**src/design/trsw_pkg.sv**
```systemverilog
`default_nettype none

package trsw_pkg;

	// Default number of packets in one transfer.
	localparam int PACKET_COUNT_DEF = 128;

	// Register reset values.
	localparam logic [15:0] INIT_WINDOW_RST    = 16'd4;
	localparam logic [15:0] INIT_THRESHOLD_RST = 16'd16;
	localparam logic        VARIANT_RST        = 1'b0;

	// Register indexes on the configuration port.
	localparam logic [1:0] REG_INIT_WINDOW    = 2'd0;
	localparam logic [1:0] REG_INIT_THRESHOLD = 2'd1;
	localparam logic [1:0] REG_VARIANT        = 2'd2;

	// Variant codes.
	localparam logic VARIANT_RENO    = 1'b0;
	localparam logic VARIANT_NEWRENO = 1'b1;

	// Event codes reported with each result.
	typedef enum logic [2:0] {
		EV_CONTINUE      = 3'd0,
		EV_SLOW_START    = 3'd1,
		EV_AVOIDANCE     = 3'd2,
		EV_FAST_RECOVERY = 3'd3,
		EV_TIMEOUT       = 3'd4,
		EV_FINISHED      = 3'd5
	} ev_t;

	// One result beat.
	typedef struct packed {
		logic [7:0]  sent_packet;
		logic [7:0]  cumulative_ack;
		logic [2:0]  event_res;
		logic [15:0] window;
		logic [15:0] threshold;
		logic [7:0]  next_packet;
		logic        finished;
		logic [15:0] sent_total;
	} res_t;

	// Status of the ack scanner toward the sequencer.
	typedef struct packed {
		logic clearing;
		logic done;
	} scan_stat_t;

endpackage

`default_nettype wire

```
**src/design/trsw_ackscan.sv**
```systemverilog
`default_nettype none

module trsw_ackscan #(
	parameter int PACKET_COUNT = trsw_pkg::PACKET_COUNT_DEF
) (
	input  wire                                  clk,
	input  wire                                  arst_n,
	input  wire                                  start,
	input  wire  [$clog2(PACKET_COUNT)-1:0]      mark_addr,
	input  wire  [$clog2(PACKET_COUNT+2)-1:0]    base,
	output trsw_pkg::scan_stat_t                 stat,
	output logic [$clog2(PACKET_COUNT+2)-1:0]    ack
);
	import trsw_pkg::*;

	localparam int AW = $clog2(PACKET_COUNT);
	localparam int PW = $clog2(PACKET_COUNT+2);

	logic          map_mem_q [0:PACKET_COUNT-1];
	logic          rd_q;
	logic          clear_q;
	logic [AW-1:0] clr_cnt_q;
	logic          scanning_q;
	logic [PW-1:0] ptr_q;
	logic          fwd_q;

	logic [PW-1:0] ptr_inc;
	logic [AW-1:0] rd_addr;
	logic          wr_en;
	logic [AW-1:0] wr_addr;
	logic          wr_bit;
	logic          bit_set;

	assign ptr_inc = ptr_q + PW'(1);

	// The first read of a scan goes to the base; later reads run one ahead.
	assign rd_addr = start ? base[AW-1:0] : ptr_inc[AW-1:0];

	// The clearing pass owns the write port until it ends.
	assign wr_en   = clear_q || start;
	assign wr_addr = clear_q ? clr_cnt_q : mark_addr;
	assign wr_bit  = !clear_q;

	// A bit counts as set when read as set or marked in the scan's first cycle.
	assign bit_set = (ptr_q < PW'(PACKET_COUNT)) && (rd_q || fwd_q);

	assign stat.clearing = clear_q;
	assign stat.done     = scanning_q && !bit_set;
	assign ack           = ptr_q;

	// Bitmap storage with a registered read port.
	always_ff @(posedge clk) begin
		if (wr_en) begin
			map_mem_q[wr_addr] <= wr_bit;
		end
		rd_q <= map_mem_q[rd_addr];
	end

	// Clearing pass after reset, then the scan pointer.
	always_ff @(posedge clk or negedge arst_n) begin
		if (!arst_n) begin
			clear_q    <= 1'b1;
			clr_cnt_q  <= '0;
			scanning_q <= 1'b0;
			ptr_q      <= '0;
			fwd_q      <= 1'b0;
		end else begin
			if (clear_q) begin
				clr_cnt_q <= clr_cnt_q + AW'(1);
				if (clr_cnt_q == AW'(PACKET_COUNT-1)) begin
					clear_q <= 1'b0;
				end
			end
			if (start) begin
				scanning_q <= 1'b1;
				ptr_q      <= base;
				fwd_q      <= (mark_addr == base[AW-1:0]);
			end else if (scanning_q) begin
				fwd_q <= 1'b0;
				if (bit_set) begin
					ptr_q <= ptr_inc;
				end else begin
					scanning_q <= 1'b0;
				end
			end
		end
	end

endmodule

`default_nettype wire

```
**src/design/tcp_reno_sender_window_model_top.sv**
```systemverilog
`default_nettype none

// TCP Reno / NewReno sender window model.
// Input channel: one beat per transmission; lost says whether the packet the
// block sent on that beat was dropped. Output channel: one result beat per
// input beat, in order, giving the packet sent, the cumulative ack, the event,
// the window and threshold after the step, the next packet and a sent count.
// The APB port sets the initial window, initial threshold and variant; writing
// either of the first two also loads the working value at once.
// A lost packet or a beat after the transfer ended is decided in the accepting
// cycle: the result is registered at the accepting edge and the next beat is
// taken right away. A delivered packet starts a scan: the ack pointer walks
// from the old cumulative ack to the new one, one bitmap read per cycle, the
// result is registered when the scan ends, and the next beat can be taken
// after that.
// After reset the received bitmap is cleared one entry a cycle, all PACKET_COUNT
// entries, with in_ready low; APB writes are taken during that time.
// When the receiver stalls, a finished step waits in a hold state and the
// block takes no new beat until the output register is free again.
module tcp_reno_sender_window_model_top #(
	parameter int PACKET_COUNT = trsw_pkg::PACKET_COUNT_DEF
) (
	input  wire         clk,
	input  wire         arst_n,
	input  wire         in_valid,
	output logic        in_ready,
	input  wire         lost,
	output logic        out_valid,
	input  wire         out_ready,
	output logic [7:0]  sent_packet,
	output logic [7:0]  cumulative_ack,
	output logic [2:0]  event_res,
	output logic [15:0] window,
	output logic [15:0] threshold,
	output logic [7:0]  next_packet,
	output logic        finished,
	output logic [15:0] sent_total,
	input  wire         psel,
	input  wire         penable,
	input  wire         pwrite,
	input  wire  [3:0]  paddr,
	input  wire  [31:0] pwdata,
	output logic [31:0] prdata,
	output logic        pready
);
	import trsw_pkg::*;

	localparam int AW = $clog2(PACKET_COUNT);
	localparam int PW = $clog2(PACKET_COUNT+2);

	typedef enum logic [1:0] {
		S_IDLE,
		S_SCAN,
		S_HOLD
	} state_t;

	state_t        state_q;
	logic          out_valid_q;
	res_t          res_q;
	logic [2:0]    hold_ev_q;
	logic [7:0]    hold_sent_q;
	logic [15:0]   init_win_q;
	logic [15:0]   init_thr_q;
	logic          variant_q;
	logic [15:0]   window_q;
	logic [15:0]   thresh_q;
	logic [7:0]    dup_q;
	logic [PW-1:0] la_q;
	logic [PW-1:0] last_sent_q;
	logic [PW-1:0] nts_q;
	logic [15:0]   trans_q;

	scan_stat_t    scan_stat;
	logic [PW-1:0] scan_ack;
	logic          scan_start;

	logic          in_acc;
	logic          fin;
	logic          out_free;
	logic          commit;
	logic          commit_dec;
	logic          load_out;
	logic          cfg_wr;
	logic [1:0]    cfg_idx;

	logic          dec_lost;
	logic [PW-1:0] dec_ls;
	logic [PW:0]   span;
	logic          span_lt;
	logic [7:0]    dup_inc;
	logic [15:0]   trans_inc;
	logic [15:0]   win_grow;
	logic [15:0]   win_n;
	logic [15:0]   thr_n;
	logic [7:0]    dup_n;
	logic [PW-1:0] la_n;
	logic [PW-1:0] nts_n;
	ev_t           ev_n;
	res_t          res;

	// Handshake and sequencing conditions.
	assign in_ready   = (state_q == S_IDLE) && !scan_stat.clearing;
	assign in_acc     = in_valid && in_ready;
	assign fin        = nts_q > PW'(PACKET_COUNT);
	assign out_free   = !out_valid_q || out_ready;
	assign commit_dec = (in_acc && !fin && lost) || ((state_q == S_SCAN) && scan_stat.done);
	assign commit     = (in_acc && (fin || lost)) || ((state_q == S_SCAN) && scan_stat.done);
	assign load_out   = (commit || (state_q == S_HOLD)) && out_free;
	assign scan_start = in_acc && !fin && !lost;

	// Ack scanner over the received bitmap.
	trsw_ackscan #(
		.PACKET_COUNT(PACKET_COUNT)
	) u_ackscan (
		.clk      (clk),
		.arst_n   (arst_n),
		.start    (scan_start),
		.mark_addr(AW'(nts_q - PW'(1))),
		.base     (la_q),
		.stat     (scan_stat),
		.ack      (scan_ack)
	);

	// Step inputs: a lost packet decides in the accepting cycle.
	assign dec_lost  = (state_q == S_IDLE) && lost;
	assign dec_ls    = (state_q == S_IDLE) ? nts_q : last_sent_q;
	assign span      = {1'b0, dec_ls} - {1'b0, la_q};
	assign span_lt   = span[PW] || (16'(span[PW-1:0]) < window_q);
	assign dup_inc   = (dup_q == 8'hFF) ? dup_q : dup_q + 8'd1;
	assign trans_inc = (trans_q == 16'hFFFF) ? trans_q : trans_q + 16'd1;

	// Window growth: double below threshold, else add one, both saturating.
	always_comb begin
		if (window_q < thresh_q) begin
			win_grow = window_q[15] ? 16'hFFFF : {window_q[14:0], 1'b0};
		end else if (window_q != 16'hFFFF) begin
			win_grow = window_q + 16'd1;
		end else begin
			win_grow = window_q;
		end
	end

	// Step decision: new ack, fast recovery, in-order send or timeout.
	always_comb begin
		logic take_span;
		win_n     = window_q;
		thr_n     = thresh_q;
		dup_n     = dup_q;
		la_n      = la_q;
		nts_n     = nts_q;
		ev_n      = EV_CONTINUE;
		take_span = 1'b1;
		if (!dec_lost) begin
			if (scan_ack != la_q) begin
				dup_n     = 8'd0;
				la_n      = scan_ack;
				ev_n      = (window_q < thresh_q) ? EV_SLOW_START : EV_AVOIDANCE;
				win_n     = win_grow;
				nts_n     = scan_ack + PW'(1);
				take_span = 1'b0;
			end else begin
				dup_n = dup_inc;
				if (dup_inc == 8'd2) begin
					if (variant_q == VARIANT_RENO) begin
						win_n = {1'b0, window_q[15:1]};
						thr_n = {1'b0, window_q[15:1]};
					end
					nts_n     = la_q + PW'(1);
					ev_n      = EV_FAST_RECOVERY;
					take_span = 1'b0;
				end
			end
		end
		if (take_span) begin
			if (span_lt) begin
				nts_n = dec_ls + PW'(1);
				ev_n  = EV_CONTINUE;
			end else begin
				thr_n = {1'b0, window_q[15:1]};
				win_n = 16'd1;
				nts_n = la_q + PW'(1);
				ev_n  = EV_TIMEOUT;
			end
		end
	end

	// Result beat: fresh decision, finished report or held step.
	always_comb begin
		if (commit_dec) begin
			res.sent_packet    = 8'(dec_ls);
			res.cumulative_ack = 8'(la_n);
			res.event_res      = ev_n;
			res.window         = win_n;
			res.threshold      = thr_n;
			res.next_packet    = 8'(nts_n);
			res.finished       = nts_n > PW'(PACKET_COUNT);
			res.sent_total     = (state_q == S_IDLE) ? trans_inc : trans_q;
		end else begin
			res.sent_packet    = (state_q == S_HOLD) ? hold_sent_q : 8'd0;
			res.cumulative_ack = 8'(la_q);
			res.event_res      = (state_q == S_HOLD) ? hold_ev_q : EV_FINISHED;
			res.window         = window_q;
			res.threshold      = thresh_q;
			res.next_packet    = 8'(nts_q);
			res.finished       = fin;
			res.sent_total     = trans_q;
		end
	end

	// Configuration port.
	assign pready  = 1'b1;
	assign cfg_idx = paddr[3:2];
	assign cfg_wr  = psel && penable && pwrite && pready;

	always_comb begin
		case (cfg_idx)
			REG_INIT_WINDOW:    prdata = {16'd0, init_win_q};
			REG_INIT_THRESHOLD: prdata = {16'd0, init_thr_q};
			REG_VARIANT:        prdata = {31'd0, variant_q};
			default:            prdata = 32'd0;
		endcase
	end

	// Sequencer, sender state and output register.
	always_ff @(posedge clk or negedge arst_n) begin
		if (!arst_n) begin
			state_q     <= S_IDLE;
			out_valid_q <= 1'b0;
			res_q       <= '0;
			hold_ev_q   <= EV_CONTINUE;
			hold_sent_q <= 8'd0;
			init_win_q  <= INIT_WINDOW_RST;
			init_thr_q  <= INIT_THRESHOLD_RST;
			variant_q   <= VARIANT_RST;
			window_q    <= INIT_WINDOW_RST;
			thresh_q    <= INIT_THRESHOLD_RST;
			dup_q       <= 8'd0;
			la_q        <= '0;
			last_sent_q <= '0;
			nts_q       <= PW'(1);
			trans_q     <= 16'd0;
		end else begin
			if (out_valid_q && out_ready) begin
				out_valid_q <= 1'b0;
			end
			if (load_out) begin
				out_valid_q <= 1'b1;
				res_q       <= res;
			end
			if (in_acc && !fin) begin
				last_sent_q <= nts_q;
				trans_q     <= trans_inc;
			end
			if (commit_dec) begin
				window_q <= win_n;
				thresh_q <= thr_n;
				dup_q    <= dup_n;
				la_q     <= la_n;
				nts_q    <= nts_n;
			end
			case (state_q)
				S_IDLE: begin
					if (in_acc && !commit) begin
						state_q <= S_SCAN;
					end
				end
				S_SCAN: begin
					if (scan_stat.done) begin
						state_q <= S_IDLE;
					end
				end
				S_HOLD: begin
					if (out_free) begin
						state_q <= S_IDLE;
					end
				end
				default: begin
					state_q <= S_IDLE;
				end
			endcase
			if (commit && !out_free) begin
				state_q     <= S_HOLD;
				hold_ev_q   <= res.event_res;
				hold_sent_q <= res.sent_packet;
			end
			if (cfg_wr) begin
				case (cfg_idx)
					REG_INIT_WINDOW: begin
						init_win_q <= pwdata[15:0];
						window_q   <= pwdata[15:0];
					end
					REG_INIT_THRESHOLD: begin
						init_thr_q <= pwdata[15:0];
						thresh_q   <= pwdata[15:0];
					end
					REG_VARIANT: begin
						variant_q <= pwdata[0];
					end
					default: begin
					end
				endcase
			end
		end
	end

	assign out_valid      = out_valid_q;
	assign sent_packet    = res_q.sent_packet;
	assign cumulative_ack = res_q.cumulative_ack;
	assign event_res      = res_q.event_res;
	assign window         = res_q.window;
	assign threshold      = res_q.threshold;
	assign next_packet    = res_q.next_packet;
	assign finished       = res_q.finished;
	assign sent_total     = res_q.sent_total;

endmodule

`default_nettype wire

```
**config.mk**
```make
export PLATFORM = sky130hd
export DESIGN_NAME = tcp_reno_sender_window_model_top
export DESIGN_NICKNAME = d
export VERILOG_FILES = /design/src/design/trsw_pkg.sv /design/src/design/trsw_ackscan.sv /design/src/design/tcp_reno_sender_window_model_top.sv
export SDC_FILE = /design/constraint.sdc
export NUM_CORES = 1
export LEC_CHECK = 0
export BUFFER_PORTS_ARGS = -buffer_cell sky130_fd_sc_hd__buf_2
export CAP_MARGIN = 20
export CELL_PAD_IN_SITES_DETAIL_PLACEMENT = 1
export CELL_PAD_IN_SITES_GLOBAL_PLACEMENT = 2
export CORE_AREA = 2 2 216 218
export DETAILED_ROUTE_END_ITERATION = 7
export DIE_AREA = 0 0 218 220
export PLACE_DENSITY_LB_ADDON = 0.25
export SLEW_MARGIN = 20
export SYNTH_ARGS = -nofsm -noshare
export SYNTH_HDL_FRONTEND = slang
export SYNTH_SLANG_ARGS = --single-unit
export TNS_END_PERCENT = 10
```
**constraint.sdc**
```tcl
create_clock -name clk -period 9.3 [get_ports clk]
set_input_delay 1.395 -clock clk [delete_from_list [all_inputs] [get_ports clk]]
set_output_delay 1.395 -clock clk [all_outputs]
set_load 0.01 [all_outputs]
```
# After elaboration in Yosys (flattened, before gate mapping)
# Memory sizes are Yosys's and may differ from the RTL's. A register that Yosys moved wholly into a read port is not among the register bits.
# Cells that the tools add are included.
# word_totals
inputBits	44
mem_bits_rw	128
register_bits	221
memories	1
elab_cells	166
# memory_table
memory	words	word_bits	rd	rd_clocked_by_memory_dff	wr	line	rtl
u_ackscan.map_mem_q	128	1	1	1	1	trsw_ackscan.sv:19	logic map_mem_q [0:PACKET_COUNT-1];
# op_classes
bitwise_logic	1
muxes	67
eq_ne	14
reduce_logical	42
addsub	9
n_lt_le_gt_ge	5
# op_table
op	count
16-bit 2-to-1 mux	23
8-bit 2-to-1 mux	14
76-bit 2-to-1 mux	1
16-bit one-hot mux with 3 select lines	1
16-bit by 1-bit adder with 16-bit output (second input constant)	2
8-bit by 1-bit adder with 8-bit output (second input constant)	4
16-bit == test (second input constant)	1
8-bit > comparator (second input constant)	2
1-bit logical AND	16
16-bit < comparator	1
8-bit by 16-bit < comparator with 1-bit output	1
2-bit 2-to-1 mux	8
16-bit inequality test (second input constant)	1
1-bit 2-to-1 mux	14
7-bit 2-to-1 mux	2
2-bit AND reduction	5
3-bit 2-to-1 mux	3
8-bit by 8-bit subtractor with 9-bit output	1
8-bit by 2-bit == test with 1-bit output (second input constant)	1
8-bit == test (second input constant)	1
1-bit logical OR	8
8-bit < comparator (second input constant)	1
8-bit inequality test	1
7-bit by 1-bit adder with 7-bit output (second input constant)	1
13 further kinds	25

# Longest topological paths before layout
# logic_depth
depth_word	11
ltp_mapped	26
depth_no_buf	22

# By module
# A second synthesis with hierarchy kept.
# hier_totals
cells_unflattened	1917
hier_area_um2	18860.6
# by_module_without_submodules
mod	n_inst	area_per_inst_um2	cells_each
tcp_reno_sender_window_model_top	1	11987.7	1357
trsw_ackscan	1	6872.8	560

# Worst setup path before layout
# Ideal clock, no wire load.
# synth_path
path_kind	reg2reg
startpoint	reg state_q[1]
endpoint	reg res_q (netlist bit next_packet[3])
stages_incl_launch_ff	23
setup_time_ns	0.125
synth_period_minus_slack_ns	4.847
path_slack_ns	4.453
arrival_ns	4.723
path_cell_list	dfrtp_1 buf_6 or2_1 buf_2 buf_6 o21ai_0 ha_1 a21oi_1 o21ai_0 a21o_1 a21o_1 a21o_1 a21oi_1 xnor2_1 ha_1 a2111oi_1 a221oi_2 buf_2 a211o_1 o22ai_1 a21oi_1 mux2_4 mux2_2
# synth_lines
item	line	rtl
start: declaration	tcp_reno_sender_window_model_top.sv:57	state_t state_q;
start signal: assignment	tcp_reno_sender_window_model_top.sv:227	state_q <= S_IDLE;
start signal: assignment	tcp_reno_sender_window_model_top.sv:264	state_q <= S_SCAN;
start signal: assignment	tcp_reno_sender_window_model_top.sv:269	state_q <= S_IDLE;
end signal: assignment	tcp_reno_sender_window_model_top.sv:248	res_q <= res;
end: declaration	tcp_reno_sender_window_model_top.sv:59	res_t res_q;

# Worst setup path in the final report
# layout_path
startpoint	reg state_q[1]
endpoint	reg window_q[15]
# layout_between
elab_chain_cells	10
word_cells_on_any_way	20
# layout_lines
item	line	rtl
2-bit zero test	tcp_reno_sender_window_model_top.sv:102, tcp_reno_sender_window_model_top.sv:125, tcp_reno_sender_window_model_top.sv:126	
8-bit 2-to-1 mux	tcp_reno_sender_window_model_top.sv:126	assign dec_ls = (state_q == S_IDLE) ? nts_q : last_sent_q;
8-bit by 8-bit subtractor with 9-bit output	tcp_reno_sender_window_model_top.sv:127	assign span = {1'b0, dec_ls} - {1'b0, la_q};
8-bit by 16-bit < comparator with 1-bit output	tcp_reno_sender_window_model_top.sv:128	assign span_lt = span[PW] || (16'(span[PW-1:0]) < window_q);
1-bit logical OR	tcp_reno_sender_window_model_top.sv:128	
16-bit 2-to-1 mux	tcp_reno_sender_window_model_top.sv:175	if (span_lt) begin
16-bit 2-to-1 mux	tcp_reno_sender_window_model_top.sv:174	if (take_span) begin
16-bit 2-to-1 mux (*)	tcp_reno_sender_window_model_top.sv:254	if (commit_dec) begin
16-bit 2-to-1 mux	tcp_reno_sender_window_model_top.sv:287	case (cfg_idx)
16-bit 2-to-1 mux (*)	tcp_reno_sender_window_model_top.sv:286	if (cfg_wr) begin
end signal: assignment	tcp_reno_sender_window_model_top.sv:255	window_q <= win_n;
end signal: assignment	tcp_reno_sender_window_model_top.sv:290	window_q <= pwdata[15:0];
end: declaration	tcp_reno_sender_window_model_top.sv:65	logic [15:0] window_q;
# Every way passes the cells marked *; elsewhere a longest branch is shown, timed or not.
# A chain may end at the register's enable or synchronous reset.

==> results by group <==
Run status
  • Status: completed

Worst setup path
  • Critical path's slowest cell: a221oi_2
  • CP Buf/Inv Count: 1
  • CP max stage delay: about 800 ps
  • Type of origin of the critical path: flop
  • Worst setup EP type: flop
  • Worst EP required: approximately 9700 ps
  • Critical Path Fanout Max: 14
  • Critical-path cell list: or2_1, nand2_1, a21boi_0, ha_1, inv_1, a21oi_1, o21ai_0, a21o_1, a21o_1, a21o_1, a21oi_1, xnor2_1, ha_1, o21ai_0, nand2b_1, o2111ai_1, a221oi_2, a31oi_2, o31ai_1, o21bai_1, a21oi_1, a21oi_1
  • Arr. time, crit path: 6600 ps
  • Reg2reg start: state_q[1]$_DFFE_PN0P_
  • R2R depth: 22
  • Crit-path most repeated cell: a21oi_1
  • R2R Setup Slk: approximately 3100 ps
  • Cell family with most CP delay: compound AO/OA/AOI/OAI gates
  • RR Endpoint: window_q[15]$_DFF_PN0_
  • WS Path Type: flop to flop

Pwr
  • Comb pwr share: 47.3%
  • Power density over the cells: roughly 350 mW/mm2
  • Seq pwr share: 31.6%
  • Clk network pwr share: between 20% and 30%
  • Total power: 7.23 mW
  • VDD IR-drop max: between 0.15 and 0.2 mV
  • Leak pwr: 8.46 nW
  • Int Pwr: roughly 4.1 mW
  • Sw Ratio: a little over two fifths
  • Net Switching: about 3.2 mW

Cells and area
  • Diode count: 0
  • Post-route cell area: just over 0.02 mm2
  • Layout area overhead: 11.9%
  • # nets final: about 2100
  • Fill cell count: between 5000 and 6000
  • Share of cells above drive strength 1: between 10% and 20%
  • Non-Filler Instances: 2635

Drt
  • DR top layer: met4
  • DR iter-0 viols: roughly 760
  • Met3 routed WL: about 1600 um
  • 1st-pass router iterations: 5
  • Met2 Wirelength: approximately 27000 um
  • Avg WL per Cell: slightly above 20 um
  • Vias: 14600
  • ANT nets after route: 0
  • Met1 Wirelength: 24100 um
  • Drt total wl: ~55000 um
  • Vias per cell: about 5.6
  • Remaining DRCs: 0

Die
  • Die Width: around 220 um
  • Die Area: roughly 0.048 mm2
  • Core ar.: 0.0459 mm2
  • Initial core utilization: between 40% and 50%
  • # rows: 79
  • # IOs: approximately 160
  • Die H: 220 um

Synth
  • Yosys warns: 0
  • Post-Syn Instances: 1944
  • Area share of the largest cell type after synthesis: approximately 29%
  • Cell variety after synth: 93
  • Syn Std Cell Area: around 0.019 mm2
  • Synth area leader: dfrtp_1
  • Async set-reset flop share out of synthesis: between 60% and 70%
  • Most common cell in the synthesized netlist: nand2_1
  • Mapped Avg Cell Area: 9.54 um2
  • Post-synthesis sequential area ratio: approximately 51%
  • Top cells by count, synth: nand2_1, nor2_1, dfrtp_1, edfxtp_1, o21ai_0
  • Number of synthesized flops with an enable pin: 128
  • Synthesized flop and latch total: 350
  • Post-synth top flop: dfrtp_1
  • Ranking of synthesized cells by area: dfrtp_1, edfxtp_1, nand2_1

Timing
  • Hold Fails Final Rpt: 0
  • Setup TNS: 0 ps
  • Final setup vio count: 0
  • Slew Viols, Final: 0
  • Clock Skews: roughly 23 ps
  • Worst Slack Setup Final: roughly 3100 ps
  • Slew of the pin with the lowest slew margin: 1090 ps
  • Relative slew slack: a little over a quarter
  • Tcrit/Tclk final: between 60% and 70%
  • Period minus WS final: 6200 ps
  • Fmax: roughly 160 MHz
  • RSZ-0062 raised after global routing: false

CTS
  • Setup Fix Bufs, Post-CTS: 0
  • Clock Tree Buf Depth: 3
  • Later-pin clock latency in the skew report: between 500 and 600 ps
  • PostCTS Resize Cnt: 0
  • Cts hold-fix bufs: 0
  • CTS tree: done
  • Root Driver: clkbuf_16
  • Clock-pin transition on the worst setup and hold timing paths: 60 ps
  • Inserted Clock Buffers: 40
  • Clock Sinks: between 300 and 400
  • CTS H-tree depth: 2

GRT
  • Number of global-route vias before repair: approximately 15000
  • Total GRT Usage: between 20% and 30%
  • First-pass GRT wire length: 86100 um
  • Overflow after GRT: 0
  • Largest net degree at the start of global routing: 110
  • Antenna violations before repair: 0

Placement
  • GPL Wtd Cong: around 0.83
  • Post-Place Setup Slack: 3070 ps
  • DP Cell Count: 2564
  • IO Port Bufs: between 100 and 150
  • Detailed Place HPWL: between 30000 and 40000 um
  • Placed Instance Area: around 0.020 mm2

Job
  • Total of max-cap violations: 0

Worst hold path
  • Hold path cells: 2
  • Min-delay src: sent_packet[2]$_DFFE_PN0P_
  • Hold EP: sent_packet[2]$_DFFE_PN0P_
  • HP Class: flop to flop
worst register-to-register path: stages (launching register included):
cell,delay [ps]
dfrtp_1,500
or2_1,540
nand2_1,160
a21boi_0,630
ha_1,270
inv_1,60
a21oi_1,140
o21ai_0,140
a21o_1,210
a21o_1,200
a21o_1,190
a21oi_1,200
xnor2_1,100
ha_1,290
o21ai_0,80
nand2b_1,70
o2111ai_1,110
a221oi_2,800
a31oi_2,460
o31ai_1,220
o21bai_1,100
a21oi_1,440
a21oi_1,130
sequential cells by signal (all words and copies together), names as in the netlist, 16 cells and up:
signal	flops
u_ackscan.map_mem_q	128
init_thr_q	16
sent_total	16
window	16
init_win_q	16
threshold	16
window_q	16
trans_q	16
thresh_q	16
cell type report:
cell class	count	area, um2	area share, %
timing repair buffer	139	756	3.64
multi-input combinational	1413	8380	40.3
inverter	55	208	1.00
clock inverter	16	108	0.518
clock buffer	55	1150	5.54
tap	607	759	3.66
sequential	350	9400	45.3
cell families after synthesis:
kind of cell	synth area share (%)
compound gates	14.1
xor+xnor	3.49
fa+ha+maj	2.81
buf+inv	4.67
flops	50.7
mux	5.95
other cells	0.0405
simple gates	18.2
layout by cell type (no fill, tap or decap), types with 6 or more instances in the layout:
master / netlist / routed
conb_1: 2 / 17
buf_4: 20 / 20
a22oi_1: 12 / 12
and4_1: 7 / 7
nand4_1: 15 / 15
xor2_1: 27 / 27
o211ai_1: 14 / 14
mux2_2: 56 / 56
a31oi_1: 38 / 38
nor4_1: 7 / 7
xnor2_1: 47 / 47
and3_1: 54 / 54
clkbuf_16: 0 / 42
clkbuf_1: 84 / 8
dfrtp_1: 215 / 215
nor3_1: 13 / 13
nand2b_1: 9 / 8
o22ai_1: 16 / 16
edfxtp_1: 128 / 128
dfstp_2: 6 / 6
inv_1: 53 / 53
o21bai_1: 10 / 10
nand3_1: 40 / 40
clkinv_2: 0 / 12
a21o_1: 14 / 14
a21oi_1: 87 / 86
buf_2: 25 / 118
o21ai_1: 14 / 14
and2_1: 8 / 8
nor2_1: 272 / 272
mux2i_1: 43 / 43
o221ai_1: 9 / 9
a211oi_1: 40 / 40
o31ai_1: 8 / 8
ha_1: 40 / 40
nand2_1: 321 / 320
o21ai_0: 89 / 89
layer usage:
layer / track usage (%) / vias up
met1: 29.6 / 7409
li1: - / 6902
met4: 8.73 / 0
met3: 2.77 / 99
met5: 0 / -
met2: 39.9 / 236
worst max path at each step:
stage,end,cells past startpoint,startpoint,slack [ps]
3_3_place_gp,window_q[15]$_DFF_PN0_,22,state_q[1]$_DFFE_PN0P_,3130
6_report,window_q[15]$_DFF_PN0_,22,state_q[1]$_DFFE_PN0P_,3100
2_1_floorplan,next_packet[3]$_DFFE_PN0P_,22,state_q[1]$_DFFE_PN0P_,4450
4_1_cts,window_q[15]$_DFF_PN0_,22,state_q[1]$_DFFE_PN0P_,3030
5_1_grt,window[15]$_DFFE_PN0P_,22,state_q[1]$_DFFE_PN0P_,2730
3_5_place_dp,window_q[15]$_DFF_PN0_,22,state_q[1]$_DFFE_PN0P_,3070
per-stage QoR:
step                      hold slack, ps  utilization, %
after floorplan                      439               -
after global placement               451            42.5
after detailed placement             462            42.5
after CTS                            478            45.3
after global routing                 492            45.3
final                                471            45.3
power groups by stage:
stage / sequential, mW / combinational [mW] / clock, mW
6_report: 2.29 / 3.42 / 1.52
2_1_floorplan: 2.18 / 2.45 / 0
4_1_cts: 2.29 / 3.45 / 1.57
3_3_place_gp: 2.30 / 3.34 / 0
3_5_place_dp: 2.32 / 3.43 / 0
5_1_grt: 2.34 / 3.80 / 1.62
(Power assumes the default switching activity.)
